==> config.mk <==
export PLATFORM = sky130hd
export DESIGN_NAME = ring_buffer_deque
export DESIGN_NICKNAME = d
export VERILOG_FILES = /design/src/design/rbd_pkg.sv /design/src/design/ring_buffer_deque.sv /design/src/design/rbd_store.sv
export VERILOG_INCLUDE_DIRS = /design/src /design/src/design
export SDC_FILE = /design/constraint.sdc
export NUM_CORES = 1
export LEC_CHECK = 0
export BUFFER_PORTS_ARGS = -buffer_cell sky130_fd_sc_hd__buf_2
export CAP_MARGIN = 15
export CORE_MARGIN = 2
export CORE_UTILIZATION = 55
export CTS_BUF_LIST = sky130_fd_sc_hd__clkbuf_16
export DETAILED_ROUTE_END_ITERATION = 8
export PLACE_DENSITY_LB_ADDON = 0.1
export SLEW_MARGIN = 5
export SYNTH_ARGS = -nofsm -noshare
export SYNTH_HDL_FRONTEND = slang
export SYNTH_HIERARCHICAL = 1
export SYNTH_SLANG_ARGS = --single-unit
==> constraint.sdc <==
create_clock -name clk -period 6.3 [get_ports clk]
set_input_delay 1.89 -clock clk [delete_from_list [all_inputs] [get_ports clk]]
set_output_delay 1.89 -clock clk [all_outputs]
set_load 0.05 [all_outputs]
==> src/design/ring_buffer_deque_macros.svh <==
// Assertion macros for the ring buffer deque.
// Included by the RTL files that check their own logic; expects clk and rst_n in scope.
`ifndef RING_BUFFER_DEQUE_MACROS_SVH
`define RING_BUFFER_DEQUE_MACROS_SVH

// same-cycle implication
`define RBD_ASSERT_IMP(lbl, ante, cons, msg) \
  lbl: assert property (@(posedge clk) disable iff (!rst_n) (ante) |-> (cons)) else $error(msg);

// next-cycle implication
`define RBD_ASSERT_NXT(lbl, ante, cons, msg) \
  lbl: assert property (@(posedge clk) disable iff (!rst_n) (ante) |=> (cons)) else $error(msg);

`endif

==> src/design/rbd_pkg.sv <==
// Package for the ring buffer deque: operation and status codes, word type,
// pending-result record. No dependencies.
package rbd_pkg;

  typedef logic signed [31:0] word_t;

  localparam word_t WORD_MAX = 32'sh7FFF_FFFF;

  typedef enum logic [1:0] {
    FN_PUSH_BACK  = 2'd0,
    FN_PUSH_FRONT = 2'd1,
    FN_POP_BACK   = 2'd2,
    FN_POP_FRONT  = 2'd3
  } func_t;

  typedef enum logic [1:0] {
    ST_OK        = 2'd0,
    ST_OVERFLOW  = 2'd1,
    ST_UNDERFLOW = 2'd2
  } status_t;

  typedef struct packed {
    status_t     status;
    logic        mem_rd;
    logic [3:0]  occupancy;
    logic        is_full;
    logic        is_empty;
  } res_t;

endpackage

==> src/design/ring_buffer_deque.sv <==
// Ring buffer deque top level: control registers, pending stage, output register.
// Depends on rbd_pkg, rbd_store and ring_buffer_deque_macros.svh.
//
// A double-ended queue of DEPTH signed 32-bit words held in a circular slot
// memory, with a front index and an element count in registers. Each input
// transaction carries an operation in in_tuser (push back, push front, pop back,
// pop front) and the word to push in in_tdata; each produces exactly one result
// transaction with the popped value, a status (ok, overflow, underflow), and
// the occupancy and full/empty flags after the operation. A push to a full queue
// or a pop from an empty one leaves the state unchanged; an empty pop returns
// 2147483647. The block takes one operation per cycle while results are drained;
// out_tvalid rises when the output register is loaded: the edge that accepts the
// operation captures the registered slot read and the pending record, and the
// output register is loaded from them once it is empty or being drained. A push
// followed directly by a pop of the same slot is safe, as the write lands before
// the read. Slot contents are not cleared at reset and no clearing pass runs.
module ring_buffer_deque #(
  parameter int DEPTH = 8
) (
  input  logic        clk,
  input  logic        rst_n,
  input  logic        in_tvalid,
  output logic        in_tready,
  input  logic [31:0] in_tdata,   // [31:0] item
  input  logic [1:0]  in_tuser,   // [1:0] func
  output logic        out_tvalid,
  input  logic        out_tready,
  output logic [39:0] out_tdata,  // [31:0] value, [35:32] occupancy, [36] is_full,
                                  // [37] is_empty, [39:38] zero
  output logic [1:0]  out_tuser   // [1:0] status
);
  import rbd_pkg::*;

  localparam int IW = (DEPTH > 1) ? $clog2(DEPTH) : 1;
  localparam int CW = $clog2(DEPTH + 1);
  localparam int SW = CW + 1;

  logic [IW-1:0] front_r, front_nxt;
  logic [CW-1:0] count_r, count_nxt;
  logic          pend_r, pend_nxt;
  res_t          pres_r, pres_nxt;
  logic          out_valid_r, out_valid_nxt;
  word_t         out_value_r, out_value_nxt;
  res_t          ores_r, ores_nxt;

  logic          in_fire, move;
  logic          full, empty, push_ok;
  func_t         func;
  word_t         item, rd_data;
  logic          wr_en, rd_en;
  logic [IW-1:0] wr_addr, rd_addr;
  logic [IW-1:0] front_dec, front_inc, tail_idx, back_idx;
  logic [SW-1:0] tail_sum, back_sum;

  assign func    = func_t'(in_tuser);
  assign item    = word_t'(in_tdata);
  assign full    = (count_r == CW'(DEPTH));
  assign empty   = (count_r == '0);
  assign move    = pend_r && (!out_valid_r || out_tready);
  assign in_tready = !pend_r || move;
  assign in_fire = in_tvalid && in_tready;
  assign push_ok = !full && (func == FN_PUSH_BACK || func == FN_PUSH_FRONT);

  assign front_dec = (front_r == '0) ? IW'(DEPTH - 1) : front_r - 1'b1;
  assign front_inc = (front_r == IW'(DEPTH - 1)) ? '0 : front_r + 1'b1;
  assign tail_sum  = SW'(front_r) + SW'(count_r);
  assign back_sum  = SW'(front_r) + SW'(count_r - 1'b1);
  assign tail_idx  = (tail_sum >= SW'(DEPTH)) ? IW'(tail_sum - SW'(DEPTH)) : IW'(tail_sum);
  assign back_idx  = (back_sum >= SW'(DEPTH)) ? IW'(back_sum - SW'(DEPTH)) : IW'(back_sum);

  always_comb begin
    front_nxt = front_r;
    count_nxt = count_r;
    wr_en     = 1'b0;
    wr_addr   = tail_idx;
    rd_en     = 1'b0;
    rd_addr   = back_idx;
    pres_nxt  = pres_r;
    pend_nxt  = pend_r && !move;
    if (in_fire) begin
      pend_nxt        = 1'b1;
      pres_nxt.status = ST_OK;
      pres_nxt.mem_rd = 1'b0;
      unique case (func)
        FN_PUSH_BACK: begin
          if (full) begin
            pres_nxt.status = ST_OVERFLOW;
          end else begin
            wr_en     = 1'b1;
            count_nxt = count_r + 1'b1;
          end
        end
        FN_PUSH_FRONT: begin
          if (full) begin
            pres_nxt.status = ST_OVERFLOW;
          end else begin
            wr_en     = 1'b1;
            wr_addr   = front_dec;
            front_nxt = front_dec;
            count_nxt = count_r + 1'b1;
          end
        end
        FN_POP_BACK: begin
          if (empty) begin
            pres_nxt.status = ST_UNDERFLOW;
          end else begin
            rd_en           = 1'b1;
            pres_nxt.mem_rd = 1'b1;
            count_nxt       = count_r - 1'b1;
          end
        end
        default: begin
          if (empty) begin
            pres_nxt.status = ST_UNDERFLOW;
          end else begin
            rd_en           = 1'b1;
            rd_addr         = front_r;
            pres_nxt.mem_rd = 1'b1;
            front_nxt       = front_inc;
            count_nxt       = count_r - 1'b1;
          end
        end
      endcase
      pres_nxt.occupancy = 4'(count_nxt);
      pres_nxt.is_full   = (count_nxt == CW'(DEPTH));
      pres_nxt.is_empty  = (count_nxt == '0);
    end
  end

  always_comb begin
    out_valid_nxt = out_valid_r && !out_tready;
    out_value_nxt = out_value_r;
    ores_nxt      = ores_r;
    if (move) begin
      out_valid_nxt = 1'b1;
      ores_nxt      = pres_r;
      if (pres_r.mem_rd) begin
        out_value_nxt = rd_data;
      end else if (pres_r.status == ST_UNDERFLOW) begin
        out_value_nxt = WORD_MAX;
      end else begin
        out_value_nxt = '0;
      end
    end
  end

  always_ff @(posedge clk) begin
    if (!rst_n) begin
      front_r     <= '0;
      count_r     <= '0;
      pend_r      <= 1'b0;
      out_valid_r <= 1'b0;
    end else begin
      front_r     <= front_nxt;
      count_r     <= count_nxt;
      pend_r      <= pend_nxt;
      out_valid_r <= out_valid_nxt;
    end
  end

  always_ff @(posedge clk) begin
    pres_r      <= pres_nxt;
    ores_r      <= ores_nxt;
    out_value_r <= out_value_nxt;
  end

  rbd_store #(
    .DEPTH (DEPTH),
    .IW    (IW)
  ) u_store (
    .clk     (clk),
    .wr_en   (wr_en),
    .wr_addr (wr_addr),
    .wr_data (item),
    .rd_en   (rd_en),
    .rd_addr (rd_addr),
    .rd_data (rd_data)
  );

  assign out_tvalid = out_valid_r;
  assign out_tdata  = {2'b00, ores_r.is_empty, ores_r.is_full, ores_r.occupancy,
                       out_value_r};
  assign out_tuser  = ores_r.status;

`include "ring_buffer_deque_macros.svh"

  `RBD_ASSERT_IMP(a_count_bound, 1'b1, count_r <= CW'(DEPTH), "element count above depth")
  `RBD_ASSERT_IMP(a_front_bound, 1'b1, front_r <= IW'(DEPTH - 1), "front index out of range")
  `RBD_ASSERT_NXT(a_push_count, in_fire && push_ok, count_r == $past(count_r) + 1'b1, "push lost")
  `RBD_ASSERT_NXT(a_pend_moves, pend_r && !out_valid_r, out_valid_r, "pending result stuck")

endmodule

==> src/design/rbd_store.sv <==
// Slot memory of the ring buffer deque: one write port, one registered read port.
// Depends on rbd_pkg.
module rbd_store #(
  parameter int DEPTH = 8,
  parameter int IW    = 3
) (
  input  logic            clk,
  input  logic            wr_en,
  input  logic [IW-1:0]   wr_addr,
  input  rbd_pkg::word_t  wr_data,
  input  logic            rd_en,
  input  logic [IW-1:0]   rd_addr,
  output rbd_pkg::word_t  rd_data
);
  import rbd_pkg::*;

  word_t mem [DEPTH];
  word_t rd_data_r;

  always_ff @(posedge clk) begin
    if (wr_en) begin
      mem[wr_addr] <= wr_data;
    end
  end

  always_ff @(posedge clk) begin
    if (rd_en) begin
      rd_data_r <= mem[rd_addr];
    end
  end

  assign rd_data = rd_data_r;

endmodule

==> results of run 1 <==
-- worst reg2reg max path, cell delays in order, from the launching register on --
cell	delay, ps
dfxtp_1	540
inv_1	200
ha_1	310
nor2b_1	160
a21oi_1	210
and3_1	270
mux2i_1	440
nand2_1	230
nor2_4	950
-- per-layer routing --
layer	vias up	wire, um	global-route usage (%)
li1	2789	-	-
met1	3144	10000	25.9
met2	168	12100	32.8
met3	29	1470	3.41
met4	0	398	5.07
met5	-	0	0
-- synthesized netlist by cell type (2+ instances only) --
master	instances	area share, %
edfxtp_1	337	75
mux4_1	40	7.8
mux2_2	32	2.7
a21o_1	31	1.7
mux4_2	24	4.0
nor2_1	15	0.42
inv_1	14	0.39
ha_1	10	0.92
buf_2	9	0.33
dfxtp_1	9	1.3
buf_6	8	0.67
clkbuf_1	8	0.22
xnor2_1	8	0.52
a21oi_1	6	0.22
nand2_1	6	0.17
nand2b_1	6	0.28
mux2i_1	5	0.37
nor3_1	5	0.18
a211oi_1	3	0.17
a31oi_1	3	0.14
and3_1	3	0.14
buf_1	3	0.083
buf_4	3	0.17
and2_1	2	0.092
inv_2	2	0.056
nand3_1	2	0.074
nor2b_1	2	0.092
nor3b_2	2	0.18
o21ai_0	2	0.074
-- final cells by class --
type,count,area share (%)
Antenna cell,2,0.0323
Clock buffer,37,5.97
Timing Repair Buffer,95,3.58
Sequential cell,346,66.4
Multi-Input combinational cell,231,19.8
Tap cell,324,2.61
Inverter,16,0.387
Clock inverter,25,1.18
-- flip-flops by register name, indices dropped and copies added (netlist names) --
register and count:
pend_r 1, out_value_r 32, out_tdata 6, out_tvalid 1, front_r 3, out_tuser 2
u_store/mem 256, count_r 4, u_store/rd_data 32, pres_r 9
-- kinds of logic (layout without fill, tap and decap cells) --
group | count (synthesis) | in the layout | share of synthesized area, %
muxes | 104 | 104 | 15.2
DFF | 346 | 346 | 76.1
AOI/OAI and AO/OA | 56 | 56 | 3.04
adders and majority gates | 11 | 11 | 1.07
xor gates and xnor gates | 9 | 9 | 0.583
other | 1 | 4 | 0.0277
and+or+nand+nor | 49 | 49 | 2.08
buffers and inverters | 47 | 173 | 1.91
-- report_power, final --
part	switching (mW)	internal (mW)	total [mW]	leakage, nW
Combinational	0.567	0.512	1.08	1.81
Clock	0.802	1.18	1.98	0.567
Sequential	0.0383	2.72	2.76	3.15
-- metrics by stage --
stage	instance area, um^2	hold WS, ps	power, mW
3_5_place_dp	14400	406	3.90
2_1_floorplan	13500	400	3.65
4_1_cts	15500	420	5.89
3_3_place_gp	14300	402	3.87
6_report	15500	418	5.82
5_1_grt	15500	424	6.05
-- worst paths after layout --
kind / startpoint / end / slack (ps) / cells after the start
worst min register to register: pres_r[1] / out_tdata[36] / 420 / 0
worst min-delay path: pres_r[1] / out_tdata[36] / 420 / 0
worst max register to register: count_r[0] / u_store/mem[3][19] / 2570 / 8
worst max-delay path: out_tready / u_store/mem[3][19] / 1950 / 8
==> reports/qor.yml, run 1 <==
drt:
  viasPerCell: 5.70
  ant_nets: 0
  drt-total-wl_um: 24000
  first_pass_iters: 4
  drc: 0
  avgRoutedWirePerCell_um: 22.3
  num_vias: 6130
  initialDrtViolationCount: 428
clocking:
  numCtsBuffers: 36
  postCtsSetupRepairBufs: 0
  cts_resized: 0
  clockRootBuffer: "clkbuf_16"
  path_clk_slew_ps: 60
  cts.path.max_buffers: 3
  clkLatencyLatePin_ps: 500
  clkSinkCount: 346
  cts_max_level: 2
  hold_buffers: 0
  cts_tree: "built"
floorplanning:
  ioPinCount: 82
  dieArea_um2: 25900
  initial_core_util_pct: 55.8
  die_w_um: 161
  core.rowCount: 57
  core-area_um2: 24200
  die_y_um: 161
power_and_ir_drop:
  power.leakage_nw: 5.53
  power.ir.vdd_worst_uv: 267
  p_per_area_nw_per_um2: 375
yosys:
  ys_async_sr_fraction_pct: 0
  synth_seq_area_share_pct: 76.1
  synth_seq_cells: 346
  syn_avg_cell_area_um2: 21.7
  synthDistinctLibCells: 52
  synth-warning-count: 6
  synth_edf_count: 337
  ys.flop_type: "edfxtp_1"
  netlist_instances: 623
  synth_area_um2: 13500
critical_path:
  worstPathMaxFanout: 32
  crit_chain: "buf_2 > nand3b_4 > nand2_1 > inv_2 > and3_1 > mux2i_1 > nand2_1 > nor2_4"
  crit_top_cell: "nand2_1"
  startpoint_type: "input pin"
  path_buf_inv: 2
  crit_required_ps: 6410
  slowest_stage: "nor2_4"
  critPathKind: "input pin to flip-flop"
  end_kind: "flip-flop"
  critPathMaxStageDelay_ps: 950
  arrival_ps: 4460
  critical_path.top_delay_family: "simple AND/OR/NAND/NOR gates"
hold_path:
  hold_class: "flip-flop to flip-flop"
finish:
  n_fill_cell: 1666
  utilization_pct: 63.9
  final_cell_mix: "337 x edfxtp_1, 79 x buf_2, 40 x mux4_1, 37 x clkbuf_16, 32 x mux2_2"
  nNetsFinal: 775
  final_common_cell: "edfxtp_1"
  synthToLayoutAreaGrowth_pct: 14.6
  regArea_um2: 10300
  fin_cells: 1076
  multi_input_area_um2: 3070
  drive_gt1_share_pct: 29.3
global_route:
  antenna_found_initial: 2
  grt_max_degree: 37
  grt-ovfl-total: 0
  grt_pass1_vias: 6409
  grtUsageTotal_pct: 19.2
  grt_pass1_wl_um: 37200
run_status:
  status: "finished clean"
timing:
  min_period_over_period_pct: 69.1
  skew_ps: 11.8
  tns_ps: 0
  slew_headroom_pct: 20.8
  worst_slew_pin_slew_ps: 1190
  fmax_mhz: 230
  setup_violations: 0
  rsz0062_at_grt: "no"
  slew_violations: 0
  hold_violations: 0
  post-route-min-period_ps: 4350
  setup_ws_ps: 1950
placed_design:
  pre_cts_ws_ps: 1450
  dp_cells: 1011
  hpwl_um: 13700
  port_buffers: 79
  gp_congestion: 0.822
flow_run:
  drv_cap: 0
Note: power is estimated with default switching activity, not from simulation.
==> inputs of run 2 (changes only) <==
- clock period: 6.3 -> 4.1 ns (I/O delays scaled with it)
==> reports/qor.yml, run 2 (synthesis gave the netlist of run 1 again) <==
power_and_ir_drop:
  p_switching_mw: 2.24
  clkPwrFrac_pct: 35.2
  pwr-share-seq_pct: 46.2
  p_sw_share_pct: 24.4
  power.leakage_nw: 5.62
  power.ir.vdd_worst_uv: 425
  p_per_area_nw_per_um2: 585
  p_int_mw: 6.93
  p_comb_share_pct: 18.7
timing:
  fmax_mhz: 291
  post-route-min-period_ps: 3430
  worst_slew_pin_slew_ps: 629
  setup_violations: 0
  hold_violations: 0
  min_period_over_period_pct: 83.8
  slew_violations: 0
  skew_ps: 17.0
  slew_headroom_pct: 58.1
  whs_ps: 420
  rsz0062_at_grt: "no"
finish:
  largest_reg_flops: 256
  final_cell_mix: "337 x edfxtp_1, 79 x buf_2, 40 x mux4_1, 38 x clkbuf_16, 32 x mux2_2"
  finalInstanceArea_um2: 15700
  nNetsFinal: 785
  fin_cells: 1089
  largest-register: "u_store/mem"
  synthToLayoutAreaGrowth_pct: 15.9
  drive_gt1_share_pct: 31.3
  final_common_cell: "edfxtp_1"
drt:
  ant_nets: 0
  drt-total-wl_um: 25300
  viasPerCell: 5.78
  wl_met2_um: 12800
  drc: 0
  num_vias: 6296
  routed.top_layer: "met5"
  met3_length_um: 1490
  initialDrtViolationCount: 393
  drt-met1-wl_um: 10500
  avgRoutedWirePerCell_um: 23.3
  first_pass_iters: 4
global_route:
  antenna_found_initial: 1
  grtUsageTotal_pct: 20.2
  grt-ovfl-total: 0
  grt_pass1_wl_um: 38600
  grt_pass1_vias: 6549
  grt_max_degree: 43
floorplanning:
  die_w_um: 161
  dieArea_um2: 25900
  initial_core_util_pct: 55.8
  core-area_um2: 24200
  die_y_um: 161
  ioPinCount: 82
  core.rowCount: 57
critical_path:
  slowest_stage: "mux4_1"
  crit_start: "count_r[0]"
  cp_num_cells: 9
  crit_required_ps: 4370
  endpoint: "u_store/rd_data[5]"
  critPathKind: "flip-flop to flip-flop"
  worstPathMaxFanout: 42
  critPathMaxStageDelay_ps: 590
  arrival_ps: 3700
  critical_path.top_delay_family: "multiplexers"
  end_kind: "flip-flop"
  rrSetupSlack_ps: 670
  r2r-start: "count_r[0]"
  worst-r2r-cell-count: 9
  path_buf_inv: 2
  crit_chain: "inv_1 > ha_1 > nor3b_2 > nor2_1 > nand3_2 > mux2i_4 > buf_12 > mux4_1 > mux2_2"
  reg2reg_to: "u_store/rd_data[5]"
  startpoint_type: "flip-flop"
run_status:
  status: "finished clean"
clocking:
  clockRootBuffer: "clkbuf_16"
  hold_buffers: 0
  clkSinkCount: 346
  cts_resized: 0
  path_clk_slew_ps: 60
  postCtsSetupRepairBufs: 0
  numCtsBuffers: 36
  cts_max_level: 2
  cts_tree: "built"
  cts.path.max_buffers: 3
  clkLatencyLatePin_ps: 520
flow_run:
  drv_cap: 0
placed_design:
  gp_congestion: 0.801
  port_buffers: 79
  dp_cells: 1022
  hpwl_um: 14000
  place_area_um2: 14500
hold_path:
  hold_class: "flip-flop to flip-flop"
  whs_path_depth: 0
[run 2: cell type report]
cell class / instances / area [um^2]
clock inverter: 28 / 249
clock buffer: 38 / 951
timing repair buffer: 105 / 628
tap: 324 / 405
sequential: 346 / 10300
fill: 1680 / 8570
inverter: 16 / 60.1
multi-input combinational: 231 / 3080
antenna: 1 / 2.50
[run 2: metal layers]
metal,global-route usage (%),up-vias
met5,0,-
met4,5.68,2
met3,4.05,37
met2,34.3,169
met1,26.9,3271
li1,-,2817
[run 2: metrics by stage]
stage | util, % | setup TNS (ps) | setup WS, ps | total power, mW
global route | 64.7 | 0 | 482 | 9.52
global placement | 59.7 | 0 | 335 | 5.99
detailed placement | 59.7 | 0 | 266 | 6.04
floorplan | - | -35860 | -333 | 5.61
finish | 64.7 | 0 | 665 | 9.17
CTS | 64.7 | 0 | 669 | 9.28
[run 2: how the worst min path moves through the flow]
stage                    from            end  slack (ps)
CTS                 pres_r[1]  out_tdata[36]         420
global placement    pres_r[4]  out_tdata[34]         400
finish              pres_r[1]  out_tdata[36]         420
detailed placement  pres_r[1]  out_tdata[36]         410
floorplan           pres_r[2]  out_tdata[32]         400
global route        pres_r[1]  out_tdata[36]         430
[run 2: power by group through the flow]
stage / Combinational [mW] / Sequential, mW / Clock [mW]
6_report: 1.71 / 4.23 / 3.22
4_1_cts: 1.74 / 4.24 / 3.30
5_1_grt: 1.85 / 4.25 / 3.43
2_1_floorplan: 1.22 / 4.39 / 0
3_5_place_dp: 1.73 / 4.31 / 0
3_3_place_gp: 1.69 / 4.30 / 0
